## src/rtl/block_average_downscale_threshold_top_defines.svh

```systemverilog
// Assertion macros shared by the downscale RTL
`ifndef BLOCK_AVERAGE_DOWNSCALE_THRESHOLD_TOP_DEFINES_SVH
`define BLOCK_AVERAGE_DOWNSCALE_THRESHOLD_TOP_DEFINES_SVH

// Consequent checked in the same cycle as the antecedent
`define BADS_ASSERT_IMPL(lbl, clk, rst_n, ante, cons) \
  lbl: assert property (@(posedge clk) disable iff (!rst_n) (ante) |-> (cons)) \
    else $error("bads: assertion failed");

// Consequent checked in the cycle after the antecedent
`define BADS_ASSERT_NEXT(lbl, clk, rst_n, ante, cons) \
  lbl: assert property (@(posedge clk) disable iff (!rst_n) (ante) |=> (cons)) \
    else $error("bads: assertion failed");

`endif

```

## src/rtl/bads_pkg.sv

```systemverilog
// Shared constants and types for the block-average downscale
package bads_pkg;

  localparam int GRID_SIZE_DEF   = 28;
  localparam int MAX_DIM_DEF     = 1024;
  localparam int PIXEL_BITS_DEF  = 8;

  localparam int CFG_DATA_W      = 11;
  localparam int CFG_INDEX_W     = 2;

  localparam int IMAGE_WIDTH_RST  = 640;
  localparam int IMAGE_HEIGHT_RST = 438;

  localparam int QUEUE_DEPTH     = 2;

  typedef enum logic [CFG_INDEX_W-1:0] {
    REG_IMAGE_WIDTH  = 2'd0,
    REG_IMAGE_HEIGHT = 2'd1
  } cfg_reg_e;

  typedef struct packed {
    logic blk_end;
    logic last;
  } cell_ctrl_t;

  localparam int CTRL_W = $bits(cell_ctrl_t);

endpackage

```

## src/rtl/bads_queue.sv

```systemverilog
// Short FIFO between the classifying front and the accumulating back
`include "block_average_downscale_threshold_top_defines.svh"

module bads_queue #(
  parameter int WIDTH = 16,
  parameter int DEPTH = bads_pkg::QUEUE_DEPTH
) (
  input  logic             clk_i,
  input  logic             rst_ni,
  input  logic             push_i,
  input  logic [WIDTH-1:0] data_i,
  output logic             full_o,
  input  logic             pop_i,
  output logic             valid_o,
  output logic [WIDTH-1:0] data_o
);

  localparam int PTR_W = (DEPTH > 1) ? $clog2(DEPTH) : 1;
  localparam int CNT_W = $clog2(DEPTH + 1);

  logic [WIDTH-1:0] mem_q [DEPTH];
  logic [PTR_W-1:0] wr_ptr_q, rd_ptr_q;
  logic [CNT_W-1:0] count_q;

  function automatic logic [PTR_W-1:0] ptr_next(input logic [PTR_W-1:0] p);
    if (p == PTR_W'(DEPTH - 1)) return '0;
    return p + PTR_W'(1);
  endfunction

  assign full_o  = (count_q == CNT_W'(DEPTH));
  assign valid_o = (count_q != '0);
  assign data_o  = mem_q[rd_ptr_q];

  always_ff @(posedge clk_i) begin
    if (push_i) begin
      mem_q[wr_ptr_q] <= data_i;
    end
  end

  always_ff @(posedge clk_i or negedge rst_ni) begin
    if (!rst_ni) begin
      wr_ptr_q <= '0;
      rd_ptr_q <= '0;
      count_q  <= '0;
    end else begin
      if (push_i) wr_ptr_q <= ptr_next(wr_ptr_q);
      if (pop_i)  rd_ptr_q <= ptr_next(rd_ptr_q);
      if (push_i && !pop_i) begin
        count_q <= count_q + CNT_W'(1);
      end else if (pop_i && !push_i) begin
        count_q <= count_q - CNT_W'(1);
      end
    end
  end

  `BADS_ASSERT_IMPL(q_no_overflow, clk_i, rst_ni, push_i, !full_o)
  `BADS_ASSERT_IMPL(q_no_underflow, clk_i, rst_ni, pop_i, valid_o)
  `BADS_ASSERT_NEXT(q_count_grows, clk_i, rst_ni, push_i && !pop_i, count_q == $past(count_q) + CNT_W'(1))

endmodule

```

## src/rtl/bads_front.sv

```systemverilog
// Front end: size registers, raster position tracking and pixel classification
`include "block_average_downscale_threshold_top_defines.svh"

module bads_front #(
  parameter int GRID_SIZE  = bads_pkg::GRID_SIZE_DEF,
  parameter int MAX_DIM    = bads_pkg::MAX_DIM_DEF,
  parameter int PIXEL_BITS = bads_pkg::PIXEL_BITS_DEF,
  localparam int IDX_W     = $clog2(GRID_SIZE),
  localparam int BLK_W     = $clog2(MAX_DIM / GRID_SIZE + 1),
  localparam int ENTRY_W   = PIXEL_BITS + 2 * IDX_W + bads_pkg::CTRL_W
) (
  input  logic                               clk_i,
  input  logic                               rst_ni,
  input  logic                               cfg_valid_i,
  output logic                               cfg_ready_o,
  input  logic [bads_pkg::CFG_INDEX_W-1:0]   cfg_index_i,
  input  logic [bads_pkg::CFG_DATA_W-1:0]    cfg_data_i,
  input  logic                               pixel_valid_i,
  output logic                               pixel_stall_o,
  input  logic [PIXEL_BITS-1:0]              pixel_i,
  input  logic                               q_full_i,
  output logic                               push_o,
  output logic [ENTRY_W-1:0]                 entry_o,
  output logic                               restart_o,
  output logic [2*BLK_W-1:0]                 area_o
);

  localparam int GC_W   = $clog2(GRID_SIZE + 1);
  localparam int DIM_W  = $clog2(MAX_DIM + 1);
  localparam int EXT_W  = (DIM_W > bads_pkg::CFG_DATA_W) ? DIM_W : bads_pkg::CFG_DATA_W;
  localparam int SHIFT  = DIM_W + $clog2(GRID_SIZE);
  localparam int RECIP  = ((1 << SHIFT) + GRID_SIZE - 1) / GRID_SIZE;
  localparam int PROD_W = 2 * DIM_W + 1;
  localparam int RST_W  = (bads_pkg::IMAGE_WIDTH_RST < GRID_SIZE) ? GRID_SIZE :
                          (bads_pkg::IMAGE_WIDTH_RST > MAX_DIM) ? MAX_DIM :
                          bads_pkg::IMAGE_WIDTH_RST;
  localparam int RST_H  = (bads_pkg::IMAGE_HEIGHT_RST < GRID_SIZE) ? GRID_SIZE :
                          (bads_pkg::IMAGE_HEIGHT_RST > MAX_DIM) ? MAX_DIM :
                          bads_pkg::IMAGE_HEIGHT_RST;
  localparam int RST_BW = RST_W / GRID_SIZE;
  localparam int RST_BH = RST_H / GRID_SIZE;

  // Clamp a written dimension into the supported range
  function automatic logic [DIM_W-1:0] eff_dim(input logic [bads_pkg::CFG_DATA_W-1:0] v);
    logic [EXT_W-1:0] x;
    x = EXT_W'(v);
    if (x < EXT_W'(GRID_SIZE)) begin
      x = EXT_W'(GRID_SIZE);
    end else if (x > EXT_W'(MAX_DIM)) begin
      x = EXT_W'(MAX_DIM);
    end
    return DIM_W'(x);
  endfunction

  // Divide by the grid size through a reciprocal multiply, exact over the dimension range
  function automatic logic [BLK_W-1:0] block_dim(input logic [DIM_W-1:0] d);
    logic [PROD_W-1:0] p;
    p = PROD_W'(d) * PROD_W'(RECIP);
    return p[SHIFT +: BLK_W];
  endfunction

  logic [DIM_W-1:0]   w_q, h_q;
  logic [BLK_W-1:0]   bw_q, bh_q;
  logic [2*BLK_W-1:0] area_q;
  logic [DIM_W-1:0]   cfg_dim;
  logic [BLK_W-1:0]   cfg_blk;

  logic [DIM_W-1:0]   pixel_x_q, pixel_x_d, pixel_y_q, pixel_y_d;
  logic [BLK_W-1:0]   in_blk_x_q, in_blk_x_d, in_blk_y_q, in_blk_y_d;
  logic [GC_W-1:0]    grid_col_q, grid_col_d, grid_row_q, grid_row_d;

  logic               accept, in_grid, x_wrap, y_wrap, blk_x_end, blk_y_end;
  bads_pkg::cell_ctrl_t ctrl;

  assign cfg_ready_o = 1'b1;
  assign cfg_dim     = eff_dim(cfg_data_i);
  assign cfg_blk     = block_dim(cfg_dim);
  assign restart_o   = cfg_valid_i &&
                       (cfg_index_i == bads_pkg::REG_IMAGE_WIDTH ||
                        cfg_index_i == bads_pkg::REG_IMAGE_HEIGHT);

  always_ff @(posedge clk_i or negedge rst_ni) begin
    if (!rst_ni) begin
      w_q  <= DIM_W'(RST_W);
      h_q  <= DIM_W'(RST_H);
      bw_q <= BLK_W'(RST_BW);
      bh_q <= BLK_W'(RST_BH);
    end else if (cfg_valid_i) begin
      unique case (bads_pkg::cfg_reg_e'(cfg_index_i))
        bads_pkg::REG_IMAGE_WIDTH: begin
          w_q  <= cfg_dim;
          bw_q <= cfg_blk;
        end
        bads_pkg::REG_IMAGE_HEIGHT: begin
          h_q  <= cfg_dim;
          bh_q <= cfg_blk;
        end
        default: ;
      endcase
    end
  end

  always_ff @(posedge clk_i or negedge rst_ni) begin
    if (!rst_ni) begin
      area_q <= (2*BLK_W)'(RST_BW * RST_BH);
    end else begin
      area_q <= (2*BLK_W)'(bw_q) * (2*BLK_W)'(bh_q);
    end
  end

  assign area_o = area_q;

  assign pixel_stall_o = q_full_i;
  assign accept        = pixel_valid_i && !q_full_i;
  assign in_grid       = (grid_col_q < GC_W'(GRID_SIZE)) && (grid_row_q < GC_W'(GRID_SIZE));
  assign x_wrap        = (pixel_x_q == w_q - DIM_W'(1));
  assign y_wrap        = (pixel_y_q == h_q - DIM_W'(1));
  assign blk_x_end     = (in_blk_x_q == bw_q - BLK_W'(1));
  assign blk_y_end     = (in_blk_y_q == bh_q - BLK_W'(1));

  always_comb begin
    pixel_x_d  = pixel_x_q;
    pixel_y_d  = pixel_y_q;
    in_blk_x_d = in_blk_x_q;
    in_blk_y_d = in_blk_y_q;
    grid_col_d = grid_col_q;
    grid_row_d = grid_row_q;
    if (restart_o) begin
      pixel_x_d  = '0;
      pixel_y_d  = '0;
      in_blk_x_d = '0;
      in_blk_y_d = '0;
      grid_col_d = '0;
      grid_row_d = '0;
    end else if (accept) begin
      if (x_wrap) begin
        pixel_x_d  = '0;
        in_blk_x_d = '0;
        grid_col_d = '0;
        if (y_wrap) begin
          pixel_y_d  = '0;
          in_blk_y_d = '0;
          grid_row_d = '0;
        end else begin
          pixel_y_d = pixel_y_q + DIM_W'(1);
          if (blk_y_end) begin
            in_blk_y_d = '0;
            // saturate once past the last grid row
            if (grid_row_q < GC_W'(GRID_SIZE)) grid_row_d = grid_row_q + GC_W'(1);
          end else begin
            in_blk_y_d = in_blk_y_q + BLK_W'(1);
          end
        end
      end else begin
        pixel_x_d = pixel_x_q + DIM_W'(1);
        if (blk_x_end) begin
          in_blk_x_d = '0;
          if (grid_col_q < GC_W'(GRID_SIZE)) grid_col_d = grid_col_q + GC_W'(1);
        end else begin
          in_blk_x_d = in_blk_x_q + BLK_W'(1);
        end
      end
    end
  end

  always_ff @(posedge clk_i or negedge rst_ni) begin
    if (!rst_ni) begin
      pixel_x_q  <= '0;
      pixel_y_q  <= '0;
      in_blk_x_q <= '0;
      in_blk_y_q <= '0;
      grid_col_q <= '0;
      grid_row_q <= '0;
    end else begin
      pixel_x_q  <= pixel_x_d;
      pixel_y_q  <= pixel_y_d;
      in_blk_x_q <= in_blk_x_d;
      in_blk_y_q <= in_blk_y_d;
      grid_col_q <= grid_col_d;
      grid_row_q <= grid_row_d;
    end
  end

  // Drop pixels outside the used grid here; only in-grid pixels reach the back
  assign ctrl.blk_end = blk_x_end && blk_y_end;
  assign ctrl.last    = blk_x_end && blk_y_end &&
                        (grid_row_q == GC_W'(GRID_SIZE - 1)) &&
                        (grid_col_q == GC_W'(GRID_SIZE - 1));
  assign push_o  = accept && in_grid;
  assign entry_o = {ctrl, grid_row_q[IDX_W-1:0], grid_col_q[IDX_W-1:0], pixel_i};

  `BADS_ASSERT_NEXT(front_restart_clears, clk_i, rst_ni, restart_o, pixel_x_q == '0 && grid_row_q == '0 && grid_col_q == '0)

endmodule

```

## src/rtl/bads_back.sv

```systemverilog
// Back end: per-column block sums, threshold and output register
`include "block_average_downscale_threshold_top_defines.svh"

module bads_back #(
  parameter int GRID_SIZE  = bads_pkg::GRID_SIZE_DEF,
  parameter int MAX_DIM    = bads_pkg::MAX_DIM_DEF,
  parameter int PIXEL_BITS = bads_pkg::PIXEL_BITS_DEF,
  localparam int IDX_W     = $clog2(GRID_SIZE),
  localparam int BLK_W     = $clog2(MAX_DIM / GRID_SIZE + 1),
  localparam int ENTRY_W   = PIXEL_BITS + 2 * IDX_W + bads_pkg::CTRL_W
) (
  input  logic                 clk_i,
  input  logic                 rst_ni,
  input  logic                 restart_i,
  input  logic [2*BLK_W-1:0]   area_i,
  input  logic                 q_valid_i,
  input  logic [ENTRY_W-1:0]   q_data_i,
  output logic                 pop_o,
  output logic                 cell_valid_o,
  input  logic                 cell_stall_i,
  output logic                 cell_value_o,
  output logic [IDX_W-1:0]     cell_row_o,
  output logic [IDX_W-1:0]     cell_col_o,
  output logic                 last_cell_o
);

  localparam int SUM_W = 2 * BLK_W + PIXEL_BITS;

  logic [SUM_W-1:0]      sums_q [GRID_SIZE];
  logic [PIXEL_BITS-1:0] pix;
  logic [IDX_W-1:0]      col, row;
  bads_pkg::cell_ctrl_t  ctrl;
  logic [SUM_W-1:0]      new_sum;
  logic [SUM_W:0]        sum2;
  logic                  load;

  logic                  cell_valid_q;
  logic                  cell_value_q, last_cell_q;
  logic [IDX_W-1:0]      cell_row_q, cell_col_q;

  assign pix  = q_data_i[PIXEL_BITS-1:0];
  assign col  = q_data_i[PIXEL_BITS +: IDX_W];
  assign row  = q_data_i[PIXEL_BITS + IDX_W +: IDX_W];
  assign ctrl = bads_pkg::cell_ctrl_t'(q_data_i[ENTRY_W-1 -: bads_pkg::CTRL_W]);

  // Inner pixels never wait; a finished block waits for a free output slot
  assign pop_o = q_valid_i && (!ctrl.blk_end || !cell_valid_q || !cell_stall_i);
  assign load  = pop_o && ctrl.blk_end;

  assign new_sum = sums_q[col] + SUM_W'(pix);
  assign sum2    = {new_sum, 1'b0};

  always_ff @(posedge clk_i or negedge rst_ni) begin
    if (!rst_ni) begin
      for (int i = 0; i < GRID_SIZE; i++) sums_q[i] <= '0;
    end else if (restart_i) begin
      for (int i = 0; i < GRID_SIZE; i++) sums_q[i] <= '0;
    end else if (pop_o) begin
      sums_q[col] <= ctrl.blk_end ? '0 : new_sum;
    end
  end

  always_ff @(posedge clk_i or negedge rst_ni) begin
    if (!rst_ni) begin
      cell_valid_q <= 1'b0;
    end else if (load) begin
      cell_valid_q <= 1'b1;
    end else if (!cell_stall_i) begin
      cell_valid_q <= 1'b0;
    end
  end

  always_ff @(posedge clk_i) begin
    if (load) begin
      cell_value_q <= (sum2 >= (SUM_W+1)'(area_i));
      cell_row_q   <= row;
      cell_col_q   <= col;
      last_cell_q  <= ctrl.last;
    end
  end

  assign cell_valid_o = cell_valid_q;
  assign cell_value_o = cell_value_q;
  assign cell_row_o   = cell_row_q;
  assign cell_col_o   = cell_col_q;
  assign last_cell_o  = last_cell_q;

  `BADS_ASSERT_IMPL(back_cell_from_pop, clk_i, rst_ni, $rose(cell_valid_q), $past(load))
  `BADS_ASSERT_NEXT(back_restart_clears, clk_i, rst_ni, restart_i, sums_q[0] == '0)

endmodule

```

## src/rtl/block_average_downscale_threshold_top.sv

```systemverilog
// Top level of the block-average downscale to a binary grid
// Throughput: one pixel per cycle unless stalled; one column-sum update per pixel.
// A block's last pixel is queued; the back end registers its cell when it pops it.
// Reset: asynchronous, active low; size registers return to 640 by 438, position
// counters, column sums, queue and output valid flag clear at once.
module block_average_downscale_threshold_top #(
  parameter int GRID_SIZE  = bads_pkg::GRID_SIZE_DEF,
  parameter int MAX_DIM    = bads_pkg::MAX_DIM_DEF,
  parameter int PIXEL_BITS = bads_pkg::PIXEL_BITS_DEF,
  localparam int IDX_W     = $clog2(GRID_SIZE)
) (
  input  logic                             clk_i,
  input  logic                             rst_ni,
  input  logic                             cfg_valid_i,
  output logic                             cfg_ready_o,
  input  logic [bads_pkg::CFG_INDEX_W-1:0] cfg_index_i,
  input  logic [bads_pkg::CFG_DATA_W-1:0]  cfg_data_i,
  input  logic                             pixel_valid_i,
  output logic                             pixel_stall_o,
  input  logic [PIXEL_BITS-1:0]            pixel_i,
  output logic                             cell_valid_o,
  input  logic                             cell_stall_i,
  output logic                             cell_value_o,
  output logic [IDX_W-1:0]                 cell_row_o,
  output logic [IDX_W-1:0]                 cell_col_o,
  output logic                             last_cell_o
);

  localparam int BLK_W   = $clog2(MAX_DIM / GRID_SIZE + 1);
  localparam int ENTRY_W = PIXEL_BITS + 2 * IDX_W + bads_pkg::CTRL_W;

  logic               q_full, q_push, q_pop, q_valid, restart;
  logic [ENTRY_W-1:0] push_data, head_data;
  logic [2*BLK_W-1:0] area;

  bads_front #(
    .GRID_SIZE  (GRID_SIZE),
    .MAX_DIM    (MAX_DIM),
    .PIXEL_BITS (PIXEL_BITS)
  ) u_front (
    .clk_i         (clk_i),
    .rst_ni        (rst_ni),
    .cfg_valid_i   (cfg_valid_i),
    .cfg_ready_o   (cfg_ready_o),
    .cfg_index_i   (cfg_index_i),
    .cfg_data_i    (cfg_data_i),
    .pixel_valid_i (pixel_valid_i),
    .pixel_stall_o (pixel_stall_o),
    .pixel_i       (pixel_i),
    .q_full_i      (q_full),
    .push_o        (q_push),
    .entry_o       (push_data),
    .restart_o     (restart),
    .area_o        (area)
  );

  bads_queue #(
    .WIDTH (ENTRY_W),
    .DEPTH (bads_pkg::QUEUE_DEPTH)
  ) u_queue (
    .clk_i   (clk_i),
    .rst_ni  (rst_ni),
    .push_i  (q_push),
    .data_i  (push_data),
    .full_o  (q_full),
    .pop_i   (q_pop),
    .valid_o (q_valid),
    .data_o  (head_data)
  );

  bads_back #(
    .GRID_SIZE  (GRID_SIZE),
    .MAX_DIM    (MAX_DIM),
    .PIXEL_BITS (PIXEL_BITS)
  ) u_back (
    .clk_i        (clk_i),
    .rst_ni       (rst_ni),
    .restart_i    (restart),
    .area_i       (area),
    .q_valid_i    (q_valid),
    .q_data_i     (head_data),
    .pop_o        (q_pop),
    .cell_valid_o (cell_valid_o),
    .cell_stall_i (cell_stall_i),
    .cell_value_o (cell_value_o),
    .cell_row_o   (cell_row_o),
    .cell_col_o   (cell_col_o),
    .last_cell_o  (last_cell_o)
  );

endmodule

```

## config.mk

```make
export PLATFORM = sky130hd
export DESIGN_NAME = block_average_downscale_threshold_top
export DESIGN_NICKNAME = d
export VERILOG_FILES = /design/src/rtl/bads_pkg.sv /design/src/rtl/bads_queue.sv /design/src/rtl/bads_front.sv /design/src/rtl/bads_back.sv /design/src/rtl/block_average_downscale_threshold_top.sv
export VERILOG_INCLUDE_DIRS = /design/src /design/src/rtl
export SDC_FILE = /design/constraint.sdc
export NUM_CORES = 1
export LEC_CHECK = 0
export BUFFER_PORTS_ARGS = -buffer_cell sky130_fd_sc_hd__buf_4
export CAP_MARGIN = 5
export CORE_UTILIZATION = 61
export DETAILED_ROUTE_END_ITERATION = 8
export HOLD_SLACK_MARGIN = 0.08
export PLACE_DENSITY = 0.77
export SLEW_MARGIN = 20
export SYNTH_ARGS = -nofsm -noshare
export SYNTH_HDL_FRONTEND = slang
export SYNTH_SLANG_ARGS = --single-unit
```

## constraint.sdc

```tcl
create_clock -name clk_i -period 13.7 [get_ports clk_i]
set_clock_uncertainty 0.2 [all_clocks]
set_input_delay 1.37 -clock clk_i [delete_from_list [all_inputs] [get_ports clk_i]]
set_output_delay 1.37 -clock clk_i [all_outputs]
set_load 0.01 [all_outputs]
```

==> results of run 1 <==
==> cell families after synthesis <==
kind of cell               Yosys count
other                                1
AOI/OAI and AO/OA                  923
and+or+nand+nor                    986
muxes                              147
adders and majority gates          145
xor gates and xnor gates            81
buffers and inverters              370
DFF                                707
==> report_power, final <==
part / leakage, nW / internal [mW] / switching [mW] / total [mW]
combinational: 6.99 / 0.947 / 2.25 / 3.19
clock: 1.21 / 1.18 / 0.863 / 2.04
sequential: 9.50 / 2.40 / 0.228 / 2.63
total: 17.7 / 4.53 / 3.34 / 7.87
==> through the flow <==
| step | util | hold slack (ps) | setup WS (ps) |
|---|---|---|---|
| 4_1_cts | 0.677 | 278 | 5610 |
| 6_report | 0.679 | 278 | 5540 |
| 3_5_place_dp | 0.634 | 266 | 5660 |
| 3_3_place_gp | 0.634 | 257 | 5910 |
| 5_1_grt | 0.679 | 302 | 5070 |
| 2_1_floorplan | - | 244 | 7010 |
==> worst max-delay path, cell delays in order (launching register included) <==
cell and delay, ps:
dfrtp_2 980, mux2i_4 150, buf_12 290, inv_8 590
buf_4 920, nand2_1 140, nand3_1 130, a21oi_1 90
nor4_1 390, nor4b_1 510, ha_1 350, a21oi_1 160
o21ai_0 170, o31a_1 280, o21a_1 190, o21a_1 180
o21ai_0 560, xnor2_1 200, ha_1 330, nand4_1 90
nor3_1 50, a211oi_1 160, o21ai_0 160, nor3b_1 220
nand3_1 90
==> layout by cell type (no fill, tap or decap), types with 33 or more instances in the layout <==
cell type,n
dfrtp_1,635
nand2_1,504
a22o_1,355
o21ai_0,232
nand3_1,136
buf_4,131
a21oi_1,120
ha_1,112
inv_1,98
nor2_1,91
a32o_1,84
mux2i_1,78
clkbuf_16,76
xnor2_1,52
edfxtp_1,52
nor3_1,48
mux4_2,41
and2_1,38
fa_1,33
==> layout make-up <==
cell class,instances,area [µm²]
sequential,707,18000
inverter,100,385
multi-input combinational,2283,16300
clock buffer,110,2170
tap,765,957
timing repair buffer,137,1100
fill,4276,18500
clock inverter,28,275
antenna,1,2.50
==> metal layers <==
metal	routed length [µm]	part of all wire	track usage
met3	12100	0.11	0.0981
met5	39	0.00037	0.00490
met1	39800	0.37	0.469
met2	48600	0.46	0.556
met4	5640	0.053	0.183
==> cells in the mapped netlist, types with 25 or more instances <==
master	n
dfrtp_1	636
nand2_1	507
a22o_1	355
o21ai_0	232
clkbuf_1	211
nand3_1	136
a21oi_1	134
ha_1	112
inv_1	99
nor2_1	99
a32o_1	84
mux2i_1	79
edfxtp_1	52
xnor2_1	52
nor3_1	48
mux4_2	41
and2_1	40
fa_1	33
xor2_1	27
buf_1	25
mux2_2	25
==> registers in the layout, indices dropped and copies added (netlist names), 11 cells and up <==
name,flops
u_queue.mem_q,40
u_back.sums_q,560
u_front.w_q,11
u_front.h_q,11
u_front.area_o,12
u_front.pixel_y_q,11
u_front.pixel_x_q,11
==> final timing paths <==
check                                                 end  slack [ps]
setup / recovery            u_back.cell_value_o$_DFFE_PP_        5540
max in group asynchronous   u_back.sums_q[45]$_DFFE_PN0P_       10560
setup reg to reg            u_back.cell_value_o$_DFFE_PP_        5540
min in group asynchronous  u_back.sums_q[480]$_DFFE_PN0P_         400
hold / removal             u_back.sums_q[198]$_DFFE_PN0P_         280
hold reg to reg            u_back.sums_q[198]$_DFFE_PN0P_         280
==> flow_summary_export.csv, run 1 <==
group,metric,value,unit
outcome,outcome,"finished clean",
clock_tree,cts_root_buf,"clkbuf_16",
timing,max_freq,0.123,GHz
min_path,timing.hold.worst.start,"u_back.sums_q[198]$_DFFE_PN0P_",
timing,rsz0062_at_grt,"no",
placed_design,hpwl,69000,µm
layout,design_area,39200,µm²
timing,period_share,0.595,
clock_tree,postCtsResizedCells,0,
route,drt-initial-drc-count,3716,
timing,hold_viol_final,0,
grt,antenna_found_initial,1,
timing,setup_violations,0,
grt,grt_overflow,0,
power,leakage,17.7,nW
layout,drive_gt1_frac,0.119,
yosys,synth_area_leader_cell,"dfrtp_1",
yosys,synth-seq-cells,707,
min_path,hold_class,"flip-flop to flip-flop",
yosys,yosysWarningCount,0,
timing,tightestPinTransition,1160,ps
timing,report.final.slew_viol_count,0,
yosys,synth_area,35600,µm²
setup_path,path_class,"flip-flop to flip-flop",
grt,grt_max_degree,134,
layout,nets,3475,
timing,fin_crit,8160,ps
clock_tree,cts_max_path_buffers,3,
placed_design,dp.cells,3990,
clock_tree,clock-sinks,707,
grt,grt_pass1_wl,165000,µm
clock_tree,cts_setup_buffers,0,
yosys,synth_edf_count,52,
setup_path,required,13860,ps
route,remaining_drc_errors,0,
job,max_cap_viol_count,0,
power,ir_drop,165,µV
yosys,synth-xor-area-share,0.0206,
power,power,7.87,mW
timing,max_slew_margin,0.230,
power,powerDensity,201,nW/µm²
yosys,synthAdderAreaFrac,0.0579,
placed_design,portBuffers,39,
setup_path,worst_r2r_path_depth,24,
yosys,yosys_most_used_dff,"dfrtp_1",
route,wl_per_cell,25.7,µm
clock_tree,numCtsBuffers,75,
setup_path,regToRegStartpoint,"u_queue.rd_ptr_q$_DFFE_PN0P_",
layout,syn_to_final_growth,9.93,%
placed_design,place_congestion,0.967,
floorplan,ios,41,
floorplan,fp.dieW,244,µm
setup_path,crit_path_start,"u_queue.rd_ptr_q$_DFFE_PN0P_",
yosys,synth_area_leaders,"dfrtp_1 45%, a22o_1 8.7%, nand2_1 5.3%, edfxtp_1 4.4%, ha_1 3.9%",
yosys,synthSimpleGateAreaFrac,0.129,
floorplan,core_area,57700,µm²
floorplan,start_util,0.618,
setup_path,crit_arrival,8310,ps
floorplan,die_area,59400,µm²
yosys,ys_seq_area_frac,0.504,
clock_tree,cts_tree,"built",
setup_path,start_kind,"flip-flop",
setup_path,worstSetupEndpointType,"flip-flop",
clock_tree,clk_pin_slew_worst_paths,60,ps
timing,tns,0,ps
yosys,postSynthCellCount,3360,
route,wirelength,106000,µm
grt,grt_usage,0.360,
floorplan,placementRows,88,
min_path,min_path_cells,2,
yosys,ys_types,83,
yosys,syn_nets,3531,
placed_design,place_area,36600,µm²
layout,stdcell_count,4131,
route,via_count,28400,
route,vias_per_cell,6.88,
route,drt_pre_antenna_iters,7,
yosys,synth.area.mux_share,0.0570,
clock_tree,worstSkewPairLatency,640,ps
yosys,yosysTopAreaCellShare,0.447,
yosys,async_flop_share,0.926,
yosys,avgSynthCellArea,10.6,µm²
grt,grt_pass1_vias,28300,
clock_tree,htree_num_levels,3,
route,ant_nets,0,
yosys,synth_top_family_by_area,"compound AO/OA/AOI/OAI gates",
yosys,synth_compound_area_frac,0.188,
clock_tree,ctsHoldBuffers,0,
floorplan,die_h,244,µm
setup_path,cp_max_fo,123,
(Power assumes the default switching activity.)
==> run 2, diff against run 1 <==
- ABC_AREA: not set -> 1
- clock period: 13.7 -> 8.2 ns (I/O delays scaled with it)
==> run 2 against run 1 <==
Effect of this change: synthesized cell count grew 31%; clock power grew 71%; largest cell class unchanged; worst setup slack lost 3600 ps; final cell count grew 25%; combinational power grew 110%; area after synthesis grew 4.3%; non-clock buffer count shrank 30.
==> flow_summary_export.csv, run 2 <==
group,metric,value,unit
clock_tree,cts_max_path_buffers,3,
placed_design,hpwl,78500,µm
setup_path,crit_slowest_cell,"o21ai_4",
setup_path,max_stage_delay,900,ps
route,remaining_drc_errors,0,
route,drt_pre_antenna_iters,6,
setup_path,critical-path-top-cell-by-count,"nand2_1",
yosys,yosysWarningCount,0,
power,ir_drop,440,µV
yosys,synth-seq-cells,707,
clock_tree,htree_num_levels,3,
grt,grt_pass1_wl,182000,µm
setup_path,crit_arrival,6620,ps
floorplan,die_h,249,µm
timing,tightestPinTransition,1110,ps
layout,drive_gt1_frac,0.0821,
yosys,yosysMostFrequentCell,"nand2_1",
layout,final_util,0.668,
setup_path,cp_max_fo,25,
clock_tree,clock-sinks,707,
floorplan,core_area,60200,µm²
clock_tree,cts_tree,"built",
clock_tree,ctsHoldBuffers,0,
grt,met2_usage,0.574,
yosys,synth_area,37200,µm²
clock_tree,cts_root_buf,"clkbuf_16",
clock_tree,numCtsBuffers,74,
yosys,syn_nets,4578,
yosys,avgSynthCellArea,8.43,µm²
yosys,yosys_most_used_dff,"dfrtp_1",
grt,top_usage_layer,"met2",
timing,rsz0062_at_grt,"no",
timing,max_freq,0.159,GHz
route,wl_per_cell,22.9,µm
clock_tree,postCtsResizedCells,0,
min_path,hold_class,"primary input to async pin",
timing,setup_violations,0,
floorplan,placementRows,90,
grt,grt_overflow,0,
timing,period_share,0.767,
setup_path,reg2reg_slack,1910,ps
yosys,synth_area_leader_cell,"dfrtp_1",
floorplan,start_util,0.617,
setup_path,path_class,"flip-flop to flip-flop",
timing,report.final.slew_viol_count,0,
layout,largest_register_ffs,560,
grt,grt_usage,0.381,
grt,met3_usage,0.0973,
timing,max_slew_margin,0.263,
timing,fin_crit,6290,ps
floorplan,fp.dieW,249,µm
layout,nets,4500,
route,ant_nets,0,
placed_design,portBuffers,39,
layout,top_register,"u_back.sums_q",
route,wirelength,118000,µm
floorplan,ios,41,
yosys,yosysTopAreaCellShare,0.428,
clock_tree,cts_setup_buffers,0,
placed_design,place_congestion,1.04,
yosys,postSynthCellCount,4407,
setup_path,start_kind,"flip-flop",
yosys,ys_types,60,
yosys,synth_edf_count,52,
clock_tree,worstSkewPairLatency,640,ps
grt,antenna_found_initial,2,
yosys,async_flop_share,0.926,
power,leakage,19.1,nW
grt,use_met1,0.506,
floorplan,die_area,61900,µm²
layout,layout_commonest_cell,"nand2_1",
layout,syn_to_final_growth,8.22,%
setup_path,required,8530,ps
power,powerDensity,366,nW/µm²
grt,grt_pass1_vias,31100,
layout,layout_common_cells,"1016 x nand2_1, 635 x dfrtp_1, 463 x inv_1",
timing,tns,0,ps
yosys,synth_area_leaders,"dfrtp_1 43%, nand2_1 10%, o21ai_0 6.1%, nand3_1 6.0%, o22ai_1 4.9%",
clock_tree,clk_pin_slew_worst_paths,60,ps
layout,n_fill_cell,4896,
yosys,synthTopCellsByCount,"1019 x nand2_1, 636 x dfrtp_1, 463 x inv_1",
timing,hold_viol_final,0,
yosys,ys_seq_area_frac,0.484,
setup_path,worstPathCellList,"o21ai_4 > nand2_4 > buf_4 > o22ai_1 > o21ai_0 > nand2_1 > a211oi_1 > ha_1 > inv_1 > nor3_1 > nand2_1 > o211ai_1 > a21o_1 > nand2_1 > inv_1 > nand3_1 > nand2_1 > nand3_2 > buf_4 > o21ai_0",
route,drt-initial-drc-count,4413,
job,max_cap_viol_count,0,
route,via_count,32700,
setup_path,worstSetupEndpointType,"flip-flop",
grt,grt_max_degree,183,
layout,diodes,0,
outcome,outcome,"finished clean",
route,vias_per_cell,6.34,
==> run 2: path summary, 6_finish.rpt <==
| check | startpoint | cells after the start | end |
|---|---|---|---|
| max | u_queue.rd_ptr_q$_DFFE_PN0P_ | 20 | u_back.sums_q[175]$_DFFE_PN0P_ |
| min | rst_ni | 1 | u_back.sums_q[35]$_DFFE_PN0P_ |
| max reg2reg | u_queue.rd_ptr_q$_DFFE_PN0P_ | 20 | u_back.sums_q[175]$_DFFE_PN0P_ |
| min reg2reg | u_back.sums_q[278]$_DFFE_PN0P_ | 2 | u_back.sums_q[278]$_DFFE_PN0P_ |
| max in group asynchronous | rst_ni | 2 | u_back.sums_q[196]$_DFFE_PN0P_ |
| min in group clk_i | pixel_i[7] | 1 | u_queue.mem_q[0][7]$_DFFE_PP_ |
==> run 2: cell families (layout without fill, tap and decap cells) <==
| logic type | count (synthesis) | count (layout) | share of synthesized area |
|---|---|---|---|
| DFF | 707 | 707 | 0.484 |
| AOI/OAI and AO/OA | 928 | 928 | 0.143 |
| and+or+nand+nor | 1787 | 1787 | 0.209 |
| other | 1 | 1 | 0.000101 |
| buffers and inverters | 741 | 718 | 0.0856 |
| adders and majority gates | 145 | 145 | 0.0555 |
| muxes | 1 | 1 | 0.000269 |
| xor gates and xnor gates | 97 | 97 | 0.0232 |
==> run 2: critical path, delay by kind of cell (launching register included) <==
family / cells / cell delay (ps)
AO/OA/AOI/OAI: 7 / 1920
adder cells (fa/ha/maj): 1 / 400
buffers and inverters: 4 / 1100
flip-flops: 1 / 650
AND/OR/NAND/NOR: 8 / 1830
==> run 2: cell type report <==
| type | count | area [µm²] | area share |
|---|---|---|---|
| inverter | 480 | 1820 | 0.0452 |
| clock inverter | 24 | 299 | 0.00743 |
| timing repair buffer | 107 | 873 | 0.0217 |
| multi-input combinational | 2959 | 16100 | 0.400 |
| clock buffer | 107 | 2200 | 0.0548 |
| tap | 782 | 978 | 0.0243 |
| sequential | 707 | 18000 | 0.447 |
==> run 2: report_power, final <==
group	total (mW)	internal, mW	switching, mW
Sequential	4.41	4.06	0.347
Clock	3.49	2.03	1.45
Combinational	6.84	1.80	5.04
==> run 2: metrics by stage <==
stage / setup slack [ps] / power, mW / hold WS [ps] / area (µm²) / instances
final: 1910 / 14.7 / 35.1 / 40200 / 5166
after global routing: 1550 / 15.3 / 127 / 40200 / 5166
after CTS: 1710 / 14.5 / 94.2 / 40200 / 5166
after detailed placement: 1790 / 11.0 / 266 / 37700 / 5035
after global placement: 1840 / 10.9 / 265 / 37700 / 5035
after floorplan: 2890 / 8.67 / 249 / 37200 / 4407
==> run 2: layer usage <==
metal  share of wire  routed length (µm)  up-vias
li1                -                   -    14600
met1            0.39               45600    15800
met2            0.44               51900     1974
met3            0.12               13700      399
met4           0.059                6940        2
met5        0.000068                   8        -
